**config.mk**
```make
export PLATFORM = sky130hd
export DESIGN_NAME = dcf77_time_code_decoder
export DESIGN_NICKNAME = d
export VERILOG_FILES = /design/src/rtl/dcf_pkg.sv /design/src/rtl/dcf_classify.sv /design/src/rtl/dcf_fields.sv /design/src/rtl/dcf77_time_code_decoder.sv
export SDC_FILE = /design/constraint.sdc
export NUM_CORES = 1
export LEC_CHECK = 0
export BUFFER_PORTS_ARGS = -buffer_cell sky130_fd_sc_hd__buf_4
export CORE_MARGIN = 5
export CORE_UTILIZATION = 30
export CTS_CLUSTER_DIAMETER = 120
export DETAILED_ROUTE_END_ITERATION = 7
export PLACE_DENSITY_LB_ADDON = 0.1
export SLEW_MARGIN = 25
export SYNTH_ARGS = -nofsm -noshare
export SYNTH_HDL_FRONTEND = slang
export SYNTH_SLANG_ARGS = --single-unit
export TNS_END_PERCENT = 50
```
**constraint.sdc**
```tcl
create_clock -name i_clk -period 3.9 [get_ports i_clk]
set_input_delay 0.585 -clock i_clk [delete_from_list [all_inputs] [get_ports i_clk]]
set_output_delay 0.585 -clock i_clk [all_outputs]
set_load 0.02 [all_outputs]
```
**src/rtl/dcf_pkg.sv**
```systemverilog
// shared types, event codes and pulse windows for the dcf77 time code decoder
package dcf_pkg;

    localparam int unsigned PulseW = 12;
    localparam int unsigned EventW = 3;
    localparam int unsigned PosW   = 6;

    localparam logic [EventW-1:0] EV_NONE    = 3'd0;
    localparam logic [EventW-1:0] EV_ZERO    = 3'd1;
    localparam logic [EventW-1:0] EV_ONE     = 3'd2;
    localparam logic [EventW-1:0] EV_SECOND  = 3'd3;
    localparam logic [EventW-1:0] EV_MINUTE  = 3'd4;
    localparam logic [EventW-1:0] EV_INVALID = 3'd5;

    // pulse length windows in ms, inclusive
    localparam logic [PulseW-1:0] ZERO_LO   = 12'd70;
    localparam logic [PulseW-1:0] ZERO_HI   = 12'd130;
    localparam logic [PulseW-1:0] ONE_LO    = 12'd170;
    localparam logic [PulseW-1:0] ONE_HI    = 12'd230;
    localparam logic [PulseW-1:0] SECOND_LO = 12'd900;
    localparam logic [PulseW-1:0] SECOND_HI = 12'd1100;
    localparam logic [PulseW-1:0] MINUTE_LO = 12'd1900;
    localparam logic [PulseW-1:0] MINUTE_HI = 12'd2100;

    // bit positions in the minute frame
    localparam logic [PosW-1:0] POS_MINUTE_FIRST  = 6'd21;
    localparam logic [PosW-1:0] POS_MINUTE_LAST   = 6'd27;
    localparam logic [PosW-1:0] POS_PAR_MINUTE    = 6'd28;
    localparam logic [PosW-1:0] POS_HOUR_FIRST    = 6'd29;
    localparam logic [PosW-1:0] POS_HOUR_LAST     = 6'd34;
    localparam logic [PosW-1:0] POS_PAR_HOUR      = 6'd35;
    localparam logic [PosW-1:0] POS_DAY_FIRST     = 6'd36;
    localparam logic [PosW-1:0] POS_DAY_LAST      = 6'd41;
    localparam logic [PosW-1:0] POS_WEEKDAY_FIRST = 6'd42;
    localparam logic [PosW-1:0] POS_WEEKDAY_LAST  = 6'd44;
    localparam logic [PosW-1:0] POS_MONTH_FIRST   = 6'd45;
    localparam logic [PosW-1:0] POS_MONTH_LAST    = 6'd49;
    localparam logic [PosW-1:0] POS_YEAR_FIRST    = 6'd50;
    localparam logic [PosW-1:0] POS_YEAR_LAST     = 6'd57;
    localparam logic [PosW-1:0] POS_PAR_DATE      = 6'd58;
    localparam logic [PosW-1:0] POS_MAX           = 6'd63;

    localparam logic [11:0] YEAR_BASE = 12'd2000;

    localparam logic [5:0] RESET_DAY   = 6'd1;
    localparam logic [4:0] RESET_MONTH = 5'd1;
    localparam logic [7:0] RESET_YEAR  = 8'd17;

    typedef struct packed {
        logic              signal_level;
        logic [PulseW-1:0] pulse_time_ms;
    } t_dcf_in;

    typedef struct packed {
        logic [EventW-1:0] event_code;
        logic              time_committed;
        logic              is_synced;
        logic [6:0]        out_minute;
        logic [5:0]        out_hour;
        logic [5:0]        out_day;
        logic [2:0]        out_weekday;
        logic [4:0]        out_month;
        logic [11:0]       out_year;
    } t_dcf_out;

    // state the classifier needs from the field decoder
    typedef struct packed {
        logic prev_level;
        logic parity_fault;
    } t_dcf_status;

    // bcd weight of bit index within a field
    function automatic logic [7:0] bcd_weight(input logic [2:0] idx);
        logic [7:0] w;
        unique case (idx)
            3'd0: w = 8'd1;
            3'd1: w = 8'd2;
            3'd2: w = 8'd4;
            3'd3: w = 8'd8;
            3'd4: w = 8'd10;
            3'd5: w = 8'd20;
            3'd6: w = 8'd40;
            3'd7: w = 8'd80;
            default: w = 8'd0;
        endcase
        return w;
    endfunction

endpackage

```
**src/rtl/dcf_classify.sv**
```systemverilog
// edge detection, pulse window and parity fault classification of one sample
module dcf_classify (
    input  dcf_pkg::t_dcf_in              i_item,
    input  dcf_pkg::t_dcf_status          i_status,
    output logic [dcf_pkg::EventW-1:0]    o_event
);

    logic                       rising;
    logic                       falling;
    logic [dcf_pkg::PulseW-1:0] t;

    assign t       = i_item.pulse_time_ms;
    assign rising  = !i_status.prev_level && i_item.signal_level;
    assign falling = i_status.prev_level && !i_item.signal_level;

    always_comb begin
        o_event = dcf_pkg::EV_NONE;
        priority if (i_status.parity_fault) begin
            o_event = dcf_pkg::EV_INVALID;
        end else if (rising) begin
            priority if (t >= dcf_pkg::ZERO_LO && t <= dcf_pkg::ZERO_HI) begin
                o_event = dcf_pkg::EV_ZERO;
            end else if (t >= dcf_pkg::ONE_LO && t <= dcf_pkg::ONE_HI) begin
                o_event = dcf_pkg::EV_ONE;
            end else begin
                o_event = dcf_pkg::EV_INVALID;
            end
        end else if (falling) begin
            priority if (t >= dcf_pkg::SECOND_LO && t <= dcf_pkg::SECOND_HI) begin
                o_event = dcf_pkg::EV_SECOND;
            end else if (t >= dcf_pkg::MINUTE_LO && t <= dcf_pkg::MINUTE_HI) begin
                o_event = dcf_pkg::EV_MINUTE;
            end else begin
                o_event = dcf_pkg::EV_INVALID;
            end
        end else begin
            o_event = dcf_pkg::EV_NONE;
        end
    end

endmodule

```
**src/rtl/dcf_fields.sv**
```systemverilog
// decoder state: bit gathering, parity, sync and committed time
module dcf_fields (
    input  logic                          i_clk,
    input  logic                          i_rst_n,
    input  logic                          i_step,
    input  logic                          i_level,
    input  logic [dcf_pkg::EventW-1:0]    i_event,
    output dcf_pkg::t_dcf_status          o_status,
    output dcf_pkg::t_dcf_out             o_result
);

    logic                     r_prev_level, n_prev_level;
    logic                     r_held_bit, n_held_bit;
    logic [dcf_pkg::PosW-1:0] r_pos, n_pos;
    logic                     r_ones, n_ones;
    logic                     r_fault, n_fault;
    logic                     r_synced, n_synced;
    logic [6:0]               r_p_minute, n_p_minute;
    logic [5:0]               r_p_hour, n_p_hour;
    logic [5:0]               r_p_day, n_p_day;
    logic [2:0]               r_p_weekday, n_p_weekday;
    logic [4:0]               r_p_month, n_p_month;
    logic [7:0]               r_p_year, n_p_year;
    logic [6:0]               r_h_minute, n_h_minute;
    logic [5:0]               r_h_hour, n_h_hour;
    logic [5:0]               r_h_day, n_h_day;
    logic [2:0]               r_h_weekday, n_h_weekday;
    logic [4:0]               r_h_month, n_h_month;
    logic [7:0]               r_h_year, n_h_year;
    logic                     n_committed;

    // values after storing the held bit at the current position
    logic                     s_ones, s_fault;
    logic [6:0]               s_minute;
    logic [5:0]               s_hour, s_day;
    logic [2:0]               s_weekday;
    logic [4:0]               s_month;
    logic [7:0]               s_year;
    logic                     is_parity_pos;
    logic [dcf_pkg::PosW-1:0] off;
    logic [7:0]               w;

    assign is_parity_pos = (r_pos == dcf_pkg::POS_PAR_MINUTE) ||
                           (r_pos == dcf_pkg::POS_PAR_HOUR) ||
                           (r_pos == dcf_pkg::POS_PAR_DATE);

    always_comb begin
        s_ones    = r_ones;
        s_fault   = r_fault;
        s_minute  = r_p_minute;
        s_hour    = r_p_hour;
        s_day     = r_p_day;
        s_weekday = r_p_weekday;
        s_month   = r_p_month;
        s_year    = r_p_year;
        off       = '0;
        w         = '0;
        if (is_parity_pos) begin
            if (r_ones != r_held_bit) begin
                s_fault = 1'b1;
            end
            s_ones = 1'b0;
        end else if (r_held_bit) begin
            if (r_pos >= dcf_pkg::POS_MINUTE_FIRST && r_pos <= dcf_pkg::POS_YEAR_LAST) begin
                s_ones = !r_ones;
            end
            priority if (r_pos >= dcf_pkg::POS_MINUTE_FIRST &&
                         r_pos <= dcf_pkg::POS_MINUTE_LAST) begin
                off      = r_pos - dcf_pkg::POS_MINUTE_FIRST;
                w        = dcf_pkg::bcd_weight(off[2:0]);
                s_minute = r_p_minute + w[6:0];
            end else if (r_pos >= dcf_pkg::POS_HOUR_FIRST &&
                         r_pos <= dcf_pkg::POS_HOUR_LAST) begin
                off    = r_pos - dcf_pkg::POS_HOUR_FIRST;
                w      = dcf_pkg::bcd_weight(off[2:0]);
                s_hour = r_p_hour + w[5:0];
            end else if (r_pos >= dcf_pkg::POS_DAY_FIRST &&
                         r_pos <= dcf_pkg::POS_DAY_LAST) begin
                off   = r_pos - dcf_pkg::POS_DAY_FIRST;
                w     = dcf_pkg::bcd_weight(off[2:0]);
                s_day = r_p_day + w[5:0];
            end else if (r_pos >= dcf_pkg::POS_WEEKDAY_FIRST &&
                         r_pos <= dcf_pkg::POS_WEEKDAY_LAST) begin
                off       = r_pos - dcf_pkg::POS_WEEKDAY_FIRST;
                w         = dcf_pkg::bcd_weight(off[2:0]);
                s_weekday = r_p_weekday + w[2:0];
            end else if (r_pos >= dcf_pkg::POS_MONTH_FIRST &&
                         r_pos <= dcf_pkg::POS_MONTH_LAST) begin
                off     = r_pos - dcf_pkg::POS_MONTH_FIRST;
                w       = dcf_pkg::bcd_weight(off[2:0]);
                s_month = r_p_month + w[4:0];
            end else if (r_pos >= dcf_pkg::POS_YEAR_FIRST &&
                         r_pos <= dcf_pkg::POS_YEAR_LAST) begin
                off    = r_pos - dcf_pkg::POS_YEAR_FIRST;
                w      = dcf_pkg::bcd_weight(off[2:0]);
                s_year = r_p_year + w;
            end else begin
                off = '0;
            end
        end
    end

    always_comb begin
        n_prev_level = i_level;
        n_held_bit   = r_held_bit;
        n_pos        = r_pos;
        n_ones       = r_ones;
        n_fault      = r_fault;
        n_synced     = r_synced;
        n_p_minute   = r_p_minute;
        n_p_hour     = r_p_hour;
        n_p_day      = r_p_day;
        n_p_weekday  = r_p_weekday;
        n_p_month    = r_p_month;
        n_p_year     = r_p_year;
        n_h_minute   = r_h_minute;
        n_h_hour     = r_h_hour;
        n_h_day      = r_h_day;
        n_h_weekday  = r_h_weekday;
        n_h_month    = r_h_month;
        n_h_year     = r_h_year;
        n_committed  = 1'b0;

        // a pending parity fault is consumed by this transaction
        if (r_fault) begin
            n_fault = 1'b0;
            n_ones  = 1'b0;
        end

        unique case (i_event)
            dcf_pkg::EV_ZERO: begin
                n_held_bit = 1'b0;
            end
            dcf_pkg::EV_ONE: begin
                n_held_bit = 1'b1;
            end
            dcf_pkg::EV_SECOND: begin
                n_ones      = s_ones;
                n_fault     = s_fault;
                n_p_minute  = s_minute;
                n_p_hour    = s_hour;
                n_p_day     = s_day;
                n_p_weekday = s_weekday;
                n_p_month   = s_month;
                n_p_year    = s_year;
                if (r_pos != dcf_pkg::POS_MAX) begin
                    n_pos = r_pos + 6'd1;
                end
            end
            dcf_pkg::EV_MINUTE: begin
                if (r_synced) begin
                    n_ones      = s_ones;
                    n_fault     = s_fault;
                    n_h_minute  = s_minute;
                    n_h_hour    = s_hour;
                    n_h_day     = s_day;
                    n_h_weekday = s_weekday;
                    n_h_month   = s_month;
                    n_h_year    = s_year;
                    n_committed = 1'b1;
                end else begin
                    n_synced = 1'b1;
                end
                n_pos       = '0;
                n_p_minute  = '0;
                n_p_hour    = '0;
                n_p_day     = '0;
                n_p_weekday = '0;
                n_p_month   = '0;
                n_p_year    = '0;
            end
            dcf_pkg::EV_INVALID: begin
                n_synced    = 1'b0;
                n_held_bit  = 1'b0;
                n_p_minute  = '0;
                n_p_hour    = '0;
                n_p_day     = '0;
                n_p_weekday = '0;
                n_p_month   = '0;
                n_p_year    = '0;
            end
            default: begin
                n_held_bit = r_held_bit;
            end
        endcase
    end

    always_ff @(posedge i_clk) begin
        if (!i_rst_n) begin
            r_prev_level <= 1'b0;
            r_held_bit   <= 1'b0;
            r_pos        <= '0;
            r_ones       <= 1'b0;
            r_fault      <= 1'b0;
            r_synced     <= 1'b0;
            r_p_minute   <= '0;
            r_p_hour     <= '0;
            r_p_day      <= '0;
            r_p_weekday  <= '0;
            r_p_month    <= '0;
            r_p_year     <= '0;
            r_h_minute   <= '0;
            r_h_hour     <= '0;
            r_h_day      <= dcf_pkg::RESET_DAY;
            r_h_weekday  <= '0;
            r_h_month    <= dcf_pkg::RESET_MONTH;
            r_h_year     <= dcf_pkg::RESET_YEAR;
        end else if (i_step) begin
            r_prev_level <= n_prev_level;
            r_held_bit   <= n_held_bit;
            r_pos        <= n_pos;
            r_ones       <= n_ones;
            r_fault      <= n_fault;
            r_synced     <= n_synced;
            r_p_minute   <= n_p_minute;
            r_p_hour     <= n_p_hour;
            r_p_day      <= n_p_day;
            r_p_weekday  <= n_p_weekday;
            r_p_month    <= n_p_month;
            r_p_year     <= n_p_year;
            r_h_minute   <= n_h_minute;
            r_h_hour     <= n_h_hour;
            r_h_day      <= n_h_day;
            r_h_weekday  <= n_h_weekday;
            r_h_month    <= n_h_month;
            r_h_year     <= n_h_year;
        end
    end

    assign o_status.prev_level   = r_prev_level;
    assign o_status.parity_fault = r_fault;

    always_comb begin
        o_result.event_code     = i_event;
        o_result.time_committed = n_committed;
        o_result.is_synced      = n_synced;
        o_result.out_minute     = n_h_minute;
        o_result.out_hour       = n_h_hour;
        o_result.out_day        = n_h_day;
        o_result.out_weekday    = n_h_weekday;
        o_result.out_month      = n_h_month;
        o_result.out_year       = dcf_pkg::YEAR_BASE + {4'd0, n_h_year};
    end

endmodule

```
**src/rtl/dcf77_time_code_decoder.sv**
```systemverilog
// dcf77 time code decoder top level: input register, decode step, result register
//
// Accepts one 10 ms sample per clock cycle while not stalled and returns one
// result per sample. Each sample passes from the input register through the
// decode step; the result register holds its result while stalled. A sample
// sits in the input register; when the result register is free or being
// drained, the sample is classified (edge and pulse window), the bit, parity
// and sync state is updated and the result is registered in the same cycle.
// The input side keeps accepting while a result waits, until the input
// register is also full.
// Committed time starts at day 1, month 1, year 2017 after reset.
module dcf77_time_code_decoder (
    input  logic               i_clk,
    input  logic               i_rst_n,
    input  logic               i_in_valid,
    output logic               o_in_stall,
    input  dcf_pkg::t_dcf_in   i_in_data,
    output logic               o_out_valid,
    input  logic               i_out_stall,
    output dcf_pkg::t_dcf_out  o_out_data
);

    logic                           r_in_valid;
    dcf_pkg::t_dcf_in               r_in;
    logic                           r_out_valid;
    dcf_pkg::t_dcf_out              r_out;
    logic                           step;
    logic [dcf_pkg::EventW-1:0]     event_code;
    dcf_pkg::t_dcf_status           status;
    dcf_pkg::t_dcf_out              result;

    // move the held sample through the decode step into the result register
    assign step       = r_in_valid && (!r_out_valid || !i_out_stall);
    assign o_in_stall = r_in_valid && !step;

    dcf_classify u_classify (
        .i_item   (r_in),
        .i_status (status),
        .o_event  (event_code)
    );

    dcf_fields u_fields (
        .i_clk    (i_clk),
        .i_rst_n  (i_rst_n),
        .i_step   (step),
        .i_level  (r_in.signal_level),
        .i_event  (event_code),
        .o_status (status),
        .o_result (result)
    );

    always_ff @(posedge i_clk) begin
        if (!i_rst_n) begin
            r_in_valid <= 1'b0;
        end else if (!o_in_stall) begin
            r_in_valid <= i_in_valid;
        end
    end

    always_ff @(posedge i_clk) begin
        if (i_in_valid && !o_in_stall) begin
            r_in <= i_in_data;
        end
    end

    always_ff @(posedge i_clk) begin
        if (!i_rst_n) begin
            r_out_valid <= 1'b0;
        end else if (step) begin
            r_out_valid <= 1'b1;
        end else if (!i_out_stall) begin
            r_out_valid <= 1'b0;
        end
    end

    always_ff @(posedge i_clk) begin
        if (step) begin
            r_out <= result;
        end
    end

    assign o_out_valid = r_out_valid;
    assign o_out_data  = r_out;

endmodule
```
# Word level (Yosys, flattened, before mapping)
# Memory sizes are Yosys's and may differ from the RTL's.
# Index checks and enable logic that the tools add are counted.
# op_classes
addsub,14
magnitude_cmp,20
n_eq_ne,12
muxes,108
n_reduce_logical,34
# op_table
op,n
$mux 8,18
$mux 6,23
$mux 5,16
$mux 3,20
$mux 7,8
$pmux 6 s2,3
$le 6x6->1 const B,5
$ge 6x6->1 const B,4
$le 12x8->1 const B,2
$logic_and 1x1->1,16
$pmux 8 s2,1
$pmux 7 s2,1
$add 11x8->12 const A,1
$add 6x6->6,2
$eq 6x6->1 const B,2
$ge 12x10->1 const B,1
$ge 12x11->1 const B,1
$ge 12x7->1 const B,1
$ge 12x8->1 const B,1
$ge 6x5->1 const B,2
$le 12x11->1 const B,1
$le 12x12->1 const B,1
$mux 1,12
$sub 3x3->3 const B,4
other kinds (23),42
# totals
reg_bits,140
mem_bits_ro,336
out_inout_bits,46
mem_count,6
# memory_table
name,depth,width,read_ports,rd_ports_with_merged_regs,write_ports,line_no,source
(no name shown),8,7,1,0,0,dcf_pkg.sv:75,unique case (idx)
(no name shown),8,7,1,0,0,dcf_pkg.sv:75,
(no name shown),8,7,1,0,0,dcf_pkg.sv:75,
(no name shown),8,7,1,0,0,dcf_pkg.sv:75,
(no name shown),8,7,1,0,0,dcf_pkg.sv:75,
(no name shown),8,7,1,0,0,dcf_pkg.sv:75,

# Depth between registers and ports, before layout
# Gate-level depths: netlist of run 1.
# depth
depth_word,22
mapped_depth,15
depth_no_buf,14

# Cells and area by module
# A second synthesis of run 1 with hierarchy kept.
# hier_totals
cells_unflattened,839
hier_area_um2,7848.8
# modules_own_cells
module,n_inst,cells_per_inst,area_per_inst_um2
dcf_fields,1,732,5775.5
dcf77_time_code_decoder,1,65,1795.5
dcf_classify,1,42,277.8

# Worst setup path after synthesis of run 1
# OpenSTA, ideal clock, no wires.
# synth_timing
path_kind,register -> register
start,register u_fields.r_pos[0] in the netlist's numbering
end,"register r_out (netlist bit o_out_data[38]), data pin"
arrival_ps,3178
path_slack_ps,452
stages_incl_launch_ff,15
path_buffers,1
period_less_slack_ps,3448
path_cell_list,dfxtp_1 buf_2 inv_1 ha_1 ha_1 mux2_2 fa_1 a21o_1 a21oi_1 o21bai_1 a21oi_1 xor2_1 nor2_1 xnor2_1 o21ai_0
# synth_rtl
element,line_no,source
start: declaration,dcf_fields.sv:14,"logic [dcf_pkg::PosW-1:0] r_pos, n_pos;"
start signal: assignment,dcf_fields.sv:211,r_pos <= n_pos;
end signal: assignment,dcf77_time_code_decoder.sv:78,r_out <= result;
end: declaration,dcf77_time_code_decoder.sv:26,dcf_pkg::t_dcf_out r_out;

==> results of run 1 <==
state kept, by name, summed over array words and instances (netlist names), 7 cells and up:
name	count
o_out_data	43
r_in	13
u_fields.r_h_minute	7
u_fields.r_h_year	8
u_fields.r_p_minute	7
u_fields.r_p_year	8
cells in the final DEF (no fill, tap or decap), drive strengths merged, types with 4 or more instances in the layout:
| master | n |
|---|---|
| o211ai | 8 |
| a32oi | 12 |
| or3 | 7 |
| o21a | 9 |
| a21boi | 24 |
| a21oi | 30 |
| fa | 6 |
| nor2 | 41 |
| nor3 | 11 |
| mux2i | 27 |
| o22ai | 5 |
| o21bai | 5 |
| a22oi | 16 |
| buf | 84 |
| dfxtp | 83 |
| and3 | 9 |
| o211a | 5 |
| inv | 27 |
| edfxtp | 56 |
| clkinv | 5 |
| nand2b | 12 |
| a21o | 11 |
| and2 | 10 |
| a211oi | 7 |
| nand3 | 4 |
| ha | 38 |
| clkbuf | 20 |
| xor2 | 12 |
| nor4 | 6 |
| nor2b | 41 |
| nand2 | 111 |
| o21ai | 63 |
| mux2 | 9 |
| xnor2 | 16 |
worst max-delay path by stage:
stage / startpoint / end / slack, ns / cells after the start
final: u_fields.r_pos[0]$_SDFFE_PN0P_ / o_out_data[38]$_DFFE_PP_ / 0.41 / 13
after floorplan: u_fields.r_pos[0]$_SDFFE_PN0P_ / o_out_data[38]$_DFFE_PP_ / 0.45 / 14
after global routing: u_fields.r_pos[0]$_SDFFE_PN0P_ / o_out_data[38]$_DFFE_PP_ / 0.18 / 13
after detailed placement: u_fields.r_pos[0]$_SDFFE_PN0P_ / o_out_data[38]$_DFFE_PP_ / 0.44 / 13
after global placement: u_fields.r_pos[0]$_SDFFE_PN0P_ / o_out_data[38]$_DFFE_PP_ / 0.51 / 13
after CTS: u_fields.r_pos[0]$_SDFFE_PN0P_ / o_out_data[38]$_DFFE_PP_ / 0.43 / 13
per-layer routing:
layer / up-vias / wire [um]
met5: - / 0
met4: 0 / 175
met3: 14 / 534
met2: 94 / 9730
met1: 2766 / 8810
li1: 2969 / -
worst register-to-register path, cell delays in order, from the launching register on:
cell and delay, ns:
dfxtp_1 0.33, inv_1 0.11, ha_1 0.30, ha_1 0.35, mux2_2 0.44, fa_1 0.46
a21o_1 0.20, a21oi_1 0.23, o21bai_1 0.09, a21oi_1 0.18, xor2_1 0.16, nor2_1 0.07
xnor2_1 0.22, o21ai_0 0.10
metrics by stage:
| stage | instance area [um^2] | instances | utilization [%] |
|---|---|---|---|
| after global placement | 8480 | 1166 | 33.9 |
| after detailed placement | 8480 | 1166 | 33.9 |
| after CTS | 9050 | 1198 | 36.1 |
| after global routing | 9050 | 1198 | 36.1 |
| final | 9050 | 1198 | 36.1 |
| after floorplan | 7570 | 789 | - |
cell families after synthesis:
kind of cell             after synthesis  share of synthesized area, %
multiplexers                          36                          4.91
adder cells (fa/ha/maj)               44                          7.87
AO/OA/AOI/OAI                        214                          19.1
buffers and inverters                 62                          3.31
XOR/XNOR                              28                          3.24
AND/OR/NAND/NOR                      266                          17.4
flip-flops                           139                          44.2
cells in the mapped netlist (16+ instances only):
cell / number
inv_1: 23
xnor2_1: 16
ha_1: 38
nor2b_1: 41
edfxtp_1: 56
a21boi_0: 24
clkbuf_1: 23
a21oi_1: 30
dfxtp_1: 83
o21ai_0: 55
nor2_1: 40
mux2i_1: 27
nand2_1: 111
a22oi_1: 16
layout make-up:
type / count / area [um^2]
Fill cell: 2555 / 16000
Clock buffer: 20 / 447
Timing Repair Buffer: 84 / 631
Sequential cell: 139 / 3340
Clock inverter: 12 / 123
Inverter: 25 / 93.8
Multi-Input combinational cell: 588 / 4000
Tap cell: 330 / 413
power breakdown:
group          internal, mW  switching (mW)  leakage [nW]
clock network         0.954           0.617         0.272
logic                0.0676           0.115          2.05
registers              1.55          0.0186          1.17
total                  2.57           0.750          3.49
==> impl_metrics.tcl, run 1 <==
set metrics [dict create \
    cts_sinks 139 \
    r2r_slack_ns 0.41 \
    crit_buf_inv 1 \
    crit_path_max_incr_delay_ns 0.46 \
    pin_count 63 \
    crit_fanout 6 \
    ir_drop_mv 0.270 \
    grt_usage_pct 13.8 \
    dr_total_vias 5843 \
    cts_buffers 17 \
    grt.overflow.total 0 \
    worstReg2RegStart "u_fields.r_pos[0]$_SDFFE_PN0P_" \
    p_leak_nw 3.49 \
    vias_per_cell 4.88 \
    top_usage_layer "met2" \
    min_from "i_in_data[12]" \
    postCtsSetupBuffers 0 \
    r2r_cells 13 \
    cap_violations 0 \
    period_needed_ns 3.49 \
    cp.arrival_ns 3.65 \
    syn_to_final_growth_pct 19.6 \
    clock_latency_ns 0.42 \
    slew_headroom_pct 45.7 \
    rsz0062_at_grt "no" \
    yosys.area.top_type "edfxtp_1" \
    min_to "r_in[12]$_DFFE_PP_" \
    wire_per_inst_um 16.1 \
    cts.clk_slew.worst_paths_ns 0.07 \
    gp_congestion 0.866 \
    synth_cell_types 70 \
    netlist.area_leader.share_pct 22.2 \
    hp-class "primary input to register" \
    drive_gt1_share_pct 16.2 \
    cp-end-kind "register" \
    synthCells 789 \
    antenna_cells 0 \
    setup_slack_ns 0.407 \
    grt_pass1_vias 6010 \
    die_h_um 169 \
    initial_core_util_pct 30.2 \
    avgSynthCellArea_um2 9.59 \
    grt_max_degree 83 \
    final_antenna_net_count 0 \
    row_count 58 \
    total_power_mw 3.32 \
    drv_slew 0 \
    syn_area_um2 7570 \
    grt.met3_usage_pct 2.80 \
    synth_edf_count 56 \
    ys_seq_area_share_pct 44.2 \
    ys_ff_latch 139 \
    core_area_um2 25000 \
    grt_first_pass_wirelength_um 31600 \
    hold_buffers 0 \
    clk_path_buf_depth 2 \
    synth_warnings 0 \
    min_path_cells 1 \
    root_buffer "clkbuf_16" \
    worstPathRequired_ns 4.06 \
    tightest_slew_ns 0.815 \
    wirelength_um 19300 \
    drt_iter0_drc 255 \
    setup_tns_ns 0 \
    crit_type "register to register" \
    die_w_um 169 \
    cts_resized 0 \
    synth.top_cells.by_area "edfxtp_1, dfxtp_1, ha_1, nand2_1, o21ai_0" \
    portBuffers 62 \
    hpwl_um 13900 \
    async_reset_ff_share_pct 0 \
    cp_slowest_cell "fa_1" \
    finalHoldViolCount 0 \
    antenna_found_initial 0 \
    reg2reg_to "o_out_data[38]$_DFFE_PP_" \
    cts_tree "yes" \
    grtUsageMet2_pct 24.3 \
    status "completed" \
    dr.pass1.iters 4 \
    synth-main-ff-cell "dfxtp_1" \
    hold_ws_ns 0.336 \
    clock_skew_ns 0.0119 \
    finalSetupViolCount 0 \
    nets 916 \
    htree_levels 4 \
    p_per_area_nw_per_um2 367 \
    start_kind "register" \
    dieArea_um2 28500 \
    synth_nets 850 \
    max_freq_ghz 0.286 \
    met1_usage_pct 17.5 \
    cp_cell_sequence "inv_1 -> ha_1 -> ha_1 -> mux2_2 -> fa_1 -> a21o_1 -> a21oi_1 -> o21bai_1 -> a21oi_1 -> xor2_1 -> nor2_1 -> xnor2_1 -> o21ai_0" \
    pre_cts_slack_ns 0.440 \
    cpLargestDelayFamily "adder cells" \
    drc 0 \
    final.period_utilization_pct 89.6 \
]
No activity file was read; power rests on OpenSTA's default activity.
==> run 2, diff against run 1 <==
--- a/config.mk
+++ b/config.mk
@@ -6,6 +6,7 @@
 export NUM_CORES = 1
 export LEC_CHECK = 0
 export BUFFER_PORTS_ARGS = -buffer_cell sky130_fd_sc_hd__buf_4
+export CORE_ASPECT_RATIO = 1.1
 export CORE_MARGIN = 5
 export CORE_UTILIZATION = 30
 export CTS_CLUSTER_DIAMETER = 120
==> run 2 against run 1 <==
Against the previous run:
- combinational power about the same
- sequential share of layout area unchanged
- sequential power about the same
- largest power group is now the clock network
- clock skew decreased by 0.00065 ns
- register-to-register slack worse by 0.03 ns
- maximum frequency decreased by 0.75%
- die area barely moved
- critical endpoint unchanged
- worst setup slack got worse by 0.027 ns
- critical path depth unchanged
- global-route usage increased by 0.10 points
- design area stayed put
- wire length up 1.2%
==> impl_metrics.tcl, run 2 (synthesized netlist as in run 1, its figures left out) <==
set metrics [dict create \
    cap_violations 0 \
    crit_type "register to register" \
    period_needed_ns 3.52 \
    final_antenna_net_count 0 \
    grt_usage_pct 13.9 \
    core_area_um2 25100 \
    tightest_slew_ns 0.808 \
    antenna_found_initial 0 \
    hp-class "primary input to register" \
    dr.pass1.iters 5 \
    p_leak_nw 3.51 \
    nets 915 \
    postCtsSetupBuffers 0 \
    rsz0062_at_grt "no" \
    min_path_cells 1 \
    placed_cell_area_um2 8450 \
    drt_iter0_drc 230 \
    fin_area_um2 9050 \
    ir_drop_mv 0.202 \
    cp-end-kind "register" \
    final.period_utilization_pct 90.2 \
    grt_max_degree 83 \
    hold_buffers 0 \
    drive_gt1_share_pct 16.4 \
    worstReg2RegStart "u_fields.r_pos[0]$_SDFFE_PN0P_" \
    dr_total_vias 5971 \
    cts_resized 0 \
    finalSetupViolCount 0 \
    multiInputGateArea_um2 4000 \
    final_common_cell "nand2_1" \
    cts_sinks 139 \
    cp.arrival_ns 3.68 \
    crit_fanout 7 \
    final_cell_mix "nand2_1, buf_4, dfxtp_1, edfxtp_1, o21ai_0" \
    die_h_um 177 \
    pin_count 63 \
    setup_tns_ns 0 \
    antenna_cells 0 \
    p_per_area_nw_per_um2 378 \
    grt_pass1_vias 5912 \
    dieArea_um2 28500 \
    r2r_slack_ns 0.38 \
    drc 0 \
    cts_tree "yes" \
    grt.overflow.total 0 \
    largest_reg_flops 43 \
    min_to "r_in[1]$_DFFE_PP_" \
    finalHoldViolCount 0 \
    slew_headroom_pct 46.2 \
    portBuffers 62 \
    utilization_pct 36.0 \
    start_kind "register" \
    syn_to_final_growth_pct 19.6 \
    worstPathRequired_ns 4.06 \
    gp_congestion 0.836 \
    root_buffer "clkbuf_16" \
    row_count 61 \
    total_power_mw 3.42 \
    htree_levels 4 \
    seqCellArea_um2 3340 \
    vias_per_cell 5.05 \
    min_from "i_in_data[1]" \
    initial_core_util_pct 30.1 \
    cts.clk_slew.worst_paths_ns 0.07 \
    die_w_um 161 \
    status "completed" \
    clock_skew_ns 0.0112 \
    wire_per_inst_um 16.5 \
    reg2reg_to "o_out_data[38]$_DFFE_PP_" \
    drv_slew 0 \
    hpwl_um 14100 \
    nFillCells 2507 \
    wirelength_um 19500 \
    hold_ws_ns 0.342 \
    clock_latency_ns 0.42 \
    grt_first_pass_wirelength_um 31600 \
    clk_path_buf_depth 2 \
    cts_buffers 17 \
    r2r_cells 13 \
    max_freq_ghz 0.284 \
]
[run 2: report_power, final]
part / leakage [nW] / internal (mW) / switching [mW]
logic: 2.04 / 0.0683 / 0.116
clock network: 0.293 / 1.01 / 0.661
registers: 1.17 / 1.55 / 0.0186
total: 3.51 / 2.62 / 0.796
[run 2: worst max-delay path by stage]
stage | to | slack (ns) | startpoint
detailed placement | o_out_data[38]$_DFFE_PP_ | 0.37 | u_fields.r_pos[0]$_SDFFE_PN0P_
finish | o_out_data[38]$_DFFE_PP_ | 0.38 | u_fields.r_pos[0]$_SDFFE_PN0P_
floorplan | o_out_data[38]$_DFFE_PP_ | 0.45 | u_fields.r_pos[0]$_SDFFE_PN0P_
global placement | o_out_data[38]$_DFFE_PP_ | 0.47 | u_fields.r_pos[0]$_SDFFE_PN0P_
global route | o_out_data[38]$_DFFE_PP_ | 0.14 | u_fields.r_pos[0]$_SDFFE_PN0P_
CTS | o_out_data[38]$_DFFE_PP_ | 0.36 | u_fields.r_pos[0]$_SDFFE_PN0P_
[run 2: metrics by stage]
stage | instances | worst slack [ns]
global route | 1182 | 0.143
detailed placement | 1150 | 0.366
floorplan | 789 | 0.452
CTS | 1182 | 0.364
global placement | 1150 | 0.465
finish | 1182 | 0.381
[run 2: cell type report]
cell class	instances	share of cell area, %
sequential	139	36.9
multi-input combinational	588	44.2
tap	315	4.36
clock inverter	14	1.84
clock buffer	18	4.74
timing repair buffer	83	6.89
inverter	25	1.04
[run 2: layer usage]
metal	routed length, um	track usage [%]	share of wire [%]	up-vias
met5	0	0	0	-
met4	294	3.98	1.5	0
met3	620	2.76	3.2	16
met2	9510	23.9	49	114
met1	9060	17.9	46	2868
li1	-	-	-	2973
[run 2: critical path, cell delays in order, from the launching register on]
cell	delay, ns
dfxtp_1	0.32
inv_1	0.10
ha_1	0.24
ha_1	0.40
mux2_2	0.45
fa_1	0.45
a21o_1	0.19
a21oi_1	0.22
o21bai_1	0.09
a21oi_1	0.19
xor2_1	0.20
nor2_1	0.08
xnor2_1	0.22
o21ai_0	0.12
==> run 3, diff against run 2 <==
--- a/config.mk
+++ b/config.mk
@@ -5,10 +5,11 @@
 export SDC_FILE = /design/constraint.sdc
 export NUM_CORES = 1
 export LEC_CHECK = 0
+export ABC_AREA = 1
 export BUFFER_PORTS_ARGS = -buffer_cell sky130_fd_sc_hd__buf_4
 export CORE_ASPECT_RATIO = 1.1
 export CORE_MARGIN = 5
-export CORE_UTILIZATION = 30
+export CORE_UTILIZATION = 25
 export CTS_CLUSTER_DIAMETER = 120
 export DETAILED_ROUTE_END_ITERATION = 7
 export PLACE_DENSITY_LB_ADDON = 0.1
==> run 3 against run 2 <==
Against the previous run:
- worst hold slack got worse by 0.020 ns
- sequential power up 6%
- register-to-register slack gained 0.22 ns
- critical path type unchanged
- critical path depth increased by 3
- die area increased by 28%
- utilization down 6.2 points
- sequential share of layout area shrank 2.3 points
- synthesized cell count rose by 34%
- clock skew is 0.0035 ns higher
- final cell count is 31% higher
- sequential cell count is the same
==> impl_metrics.tcl, run 3 <==
set metrics [dict create \
    wl_met1_um 10300 \
    die_w_um 182 \
    netlist.area_leader.share_pct 20.6 \
    final_cell_mix "nand2_1, inv_1, nor2_1, dfxtp_1, buf_4" \
    row_count 69 \
    cts.clk_slew.worst_paths_ns 0.07 \
    drv_slew 0 \
    core_area_um2 32300 \
    start_kind "register" \
    antenna_found_initial 0 \
    dr.pass1.iters 7 \
    drive_gt1_share_pct 15.3 \
    ys_ff_latch 139 \
    cts_buffers 17 \
    synthCells 1060 \
    worstReg2RegStart "u_fields.r_pos[0]$_SDFFE_PN0P_" \
    clk_path_buf_depth 2 \
    nets 1174 \
    worstPathRequired_ns 4.27 \
    ys_seq_area_share_pct 40.9 \
    dr_total_vias 6795 \
    final.period_utilization_pct 84.5 \
    tightest_slew_ns 0.991 \
    p_leak_nw 4.38 \
    drc 0 \
    cap_violations 0 \
    min_from "i_in_data[9]" \
    avgSynthCellArea_um2 7.72 \
    synth_nets 1121 \
    setup_tns_ns 0 \
    grt_max_degree 81 \
    pin_count 63 \
    cts_tree "yes" \
    die_h_um 200 \
    max_freq_ghz 0.304 \
    min_to "r_in[9]$_DFFE_PP_" \
    cts_resized 0 \
    antenna_cells 0 \
    vias_per_cell 4.38 \
    ir_drop_mv 0.256 \
    synth_cell_types 41 \
    async_reset_ff_share_pct 0 \
    crit_path_max_incr_delay_ns 0.40 \
    cts_sinks 139 \
    initial_core_util_pct 25.3 \
    clock_latency_ns 0.43 \
    yosys.area.top_type "edfxtp_1" \
    wl_met2_um 11200 \
    grt_first_pass_wirelength_um 36000 \
    reg2reg_to "u_fields.r_h_minute[6]$_SDFFE_PN0P_" \
    wl_met3_um 477 \
    largest_reg_flops 43 \
    finalHoldViolCount 0 \
    cp_slowest_cell "ha_1" \
    portBuffers 62 \
    synth-main-ff-cell "dfxtp_1" \
    grt.overflow.total 0 \
    wire_per_inst_um 14.3 \
    grt_usage_pct 12.4 \
    postCtsSetupBuffers 0 \
    period_needed_ns 3.29 \
    cp-end-kind "register" \
    syn_area_um2 8180 \
    r2r_slack_ns 0.61 \
    total_power_mw 3.83 \
    grt_pass1_vias 6711 \
    routed.top_layer "met4" \
    wirelength_um 22200 \
    crit_fanout 8 \
    crit_type "register to register" \
    drt_iter0_drc 357 \
    cp.arrival_ns 3.67 \
    finalSetupViolCount 0 \
    yosys-top-cells-count "nand2_1, inv_1, nor2_1" \
    hp-class "primary input to register" \
    gp_congestion 0.793 \
    r2r_cells 16 \
    final_common_cell "nand2_1" \
    status "completed" \
    rsz0062_at_grt "no" \
    synth_most_common_cell "nand2_1" \
    htree_levels 4 \
    hold_buffers 0 \
    final_antenna_net_count 0 \
    synth_warnings 0 \
    clock_skew_ns 0.0147 \
    dieArea_um2 36400 \
    slew_headroom_pct 33.9 \
    hpwl_um 16000 \
    synth_edf_count 56 \
    syn_to_final_growth_pct 17.8 \
    root_buffer "clkbuf_16" \
    synth.top_cells.by_area "edfxtp_1, dfxtp_1, nand2_1, ha_1, inv_1" \
    p_per_area_nw_per_um2 398 \
    min_path_cells 1 \
    cp_cell_sequence "inv_1 -> ha_1 -> ha_1 -> nor2_1 -> a21oi_1 -> ha_1 -> a21oi_1 -> o211ai_1 -> nand2_1 -> nand2_1 -> nor2_1 -> xor2_1 -> nand2_1 -> o21ai_1 -> o21ai_1 -> inv_1" \
]
==> run 3: cell count changes after synthesis, moves of 15 or more <==
cell	delta
mux2i_1	-22
a22oi_1	-16
a21boi_0	-24
nand3_1	+64
nand2_1	+118
a21oi_1	+42
inv_1	+98
o21ai_2	+15
o21ai_1	+42
nor2_1	+73
nor2b_1	-41
==> run 3: how the worst max path moves through the flow <==
stage               slack (ns)                      startpoint                                  end
global route              0.23  u_fields.r_pos[0]$_SDFFE_PN0P_  u_fields.r_h_minute[6]$_SDFFE_PN0P_
global placement          0.61  u_fields.r_pos[0]$_SDFFE_PN0P_  u_fields.r_h_minute[6]$_SDFFE_PN0P_
floorplan                 0.71  u_fields.r_pos[0]$_SDFFE_PN0P_             o_out_data[31]$_DFFE_PP_
CTS                       0.57  u_fields.r_pos[0]$_SDFFE_PN0P_  u_fields.r_h_minute[6]$_SDFFE_PN0P_
finish                    0.61  u_fields.r_pos[0]$_SDFFE_PN0P_  u_fields.r_h_minute[6]$_SDFFE_PN0P_
detailed placement        0.58  u_fields.r_pos[0]$_SDFFE_PN0P_  u_fields.r_h_minute[6]$_SDFFE_PN0P_
==> run 3: worst max-delay path: cells and delay by family (launching register included) <==
family                     cells  cell delay (ns)
AOI/OAI and AO/OA              5             0.69
adders and majority gates      3             1.05
buffers and inverters          2             0.20
xor gates and xnor gates       1             0.24
and+or+nand+nor                5             0.73
DFF                            1             0.33
==> run 3: power by group <==
group          total [mW]  internal, mW  switching, mW  leakage, nW
clock                1.66         0.953          0.705        0.283
sequential           1.65          1.60         0.0433         1.22
combinational       0.529         0.180          0.349         2.89
total                3.83          2.74           1.10         4.38
==> run 3: through the flow <==
step	utilization [%]	hold WS (ns)	std cells	setup WS (ns)	instance area, um^2
after global placement	28.0	0.452	1520	0.614	9050
after detailed placement	28.0	0.456	1520	0.581	9050
final	29.8	0.323	1552	0.605	9640
after floorplan	-	0.441	1060	0.711	8180
after global routing	29.8	0.303	1552	0.231	9640
after CTS	29.8	0.302	1552	0.567	9640
==> run 3: cell families after synthesis <==
kind of cell | after synthesis | share of synthesized area [%]
simple gates | 456 | 24.2
compound gates | 211 | 14.7
buf+inv | 177 | 9.33
flops | 139 | 40.9
fa+ha+maj | 44 | 7.28
xor+xnor | 28 | 3.00
mux | 5 | 0.612
==> run 3: area by class of cell <==
type	count	area, um^2
Fill cell	3534	22700
Multi-Input combinational cell	744	4080
Sequential cell	139	3340
Timing Repair Buffer	76	583
Tap cell	426	533
Inverter	135	508
Clock buffer	17	425
Clock inverter	15	161
==> run 3: layer usage <==
metal  global-route usage, %  vias to the layer above
met5                       0                        -
met4                    3.45                        0
met3                    2.08                       15
met2                    22.2                       76
met1                    15.5                     3122
li1                        -                     3582
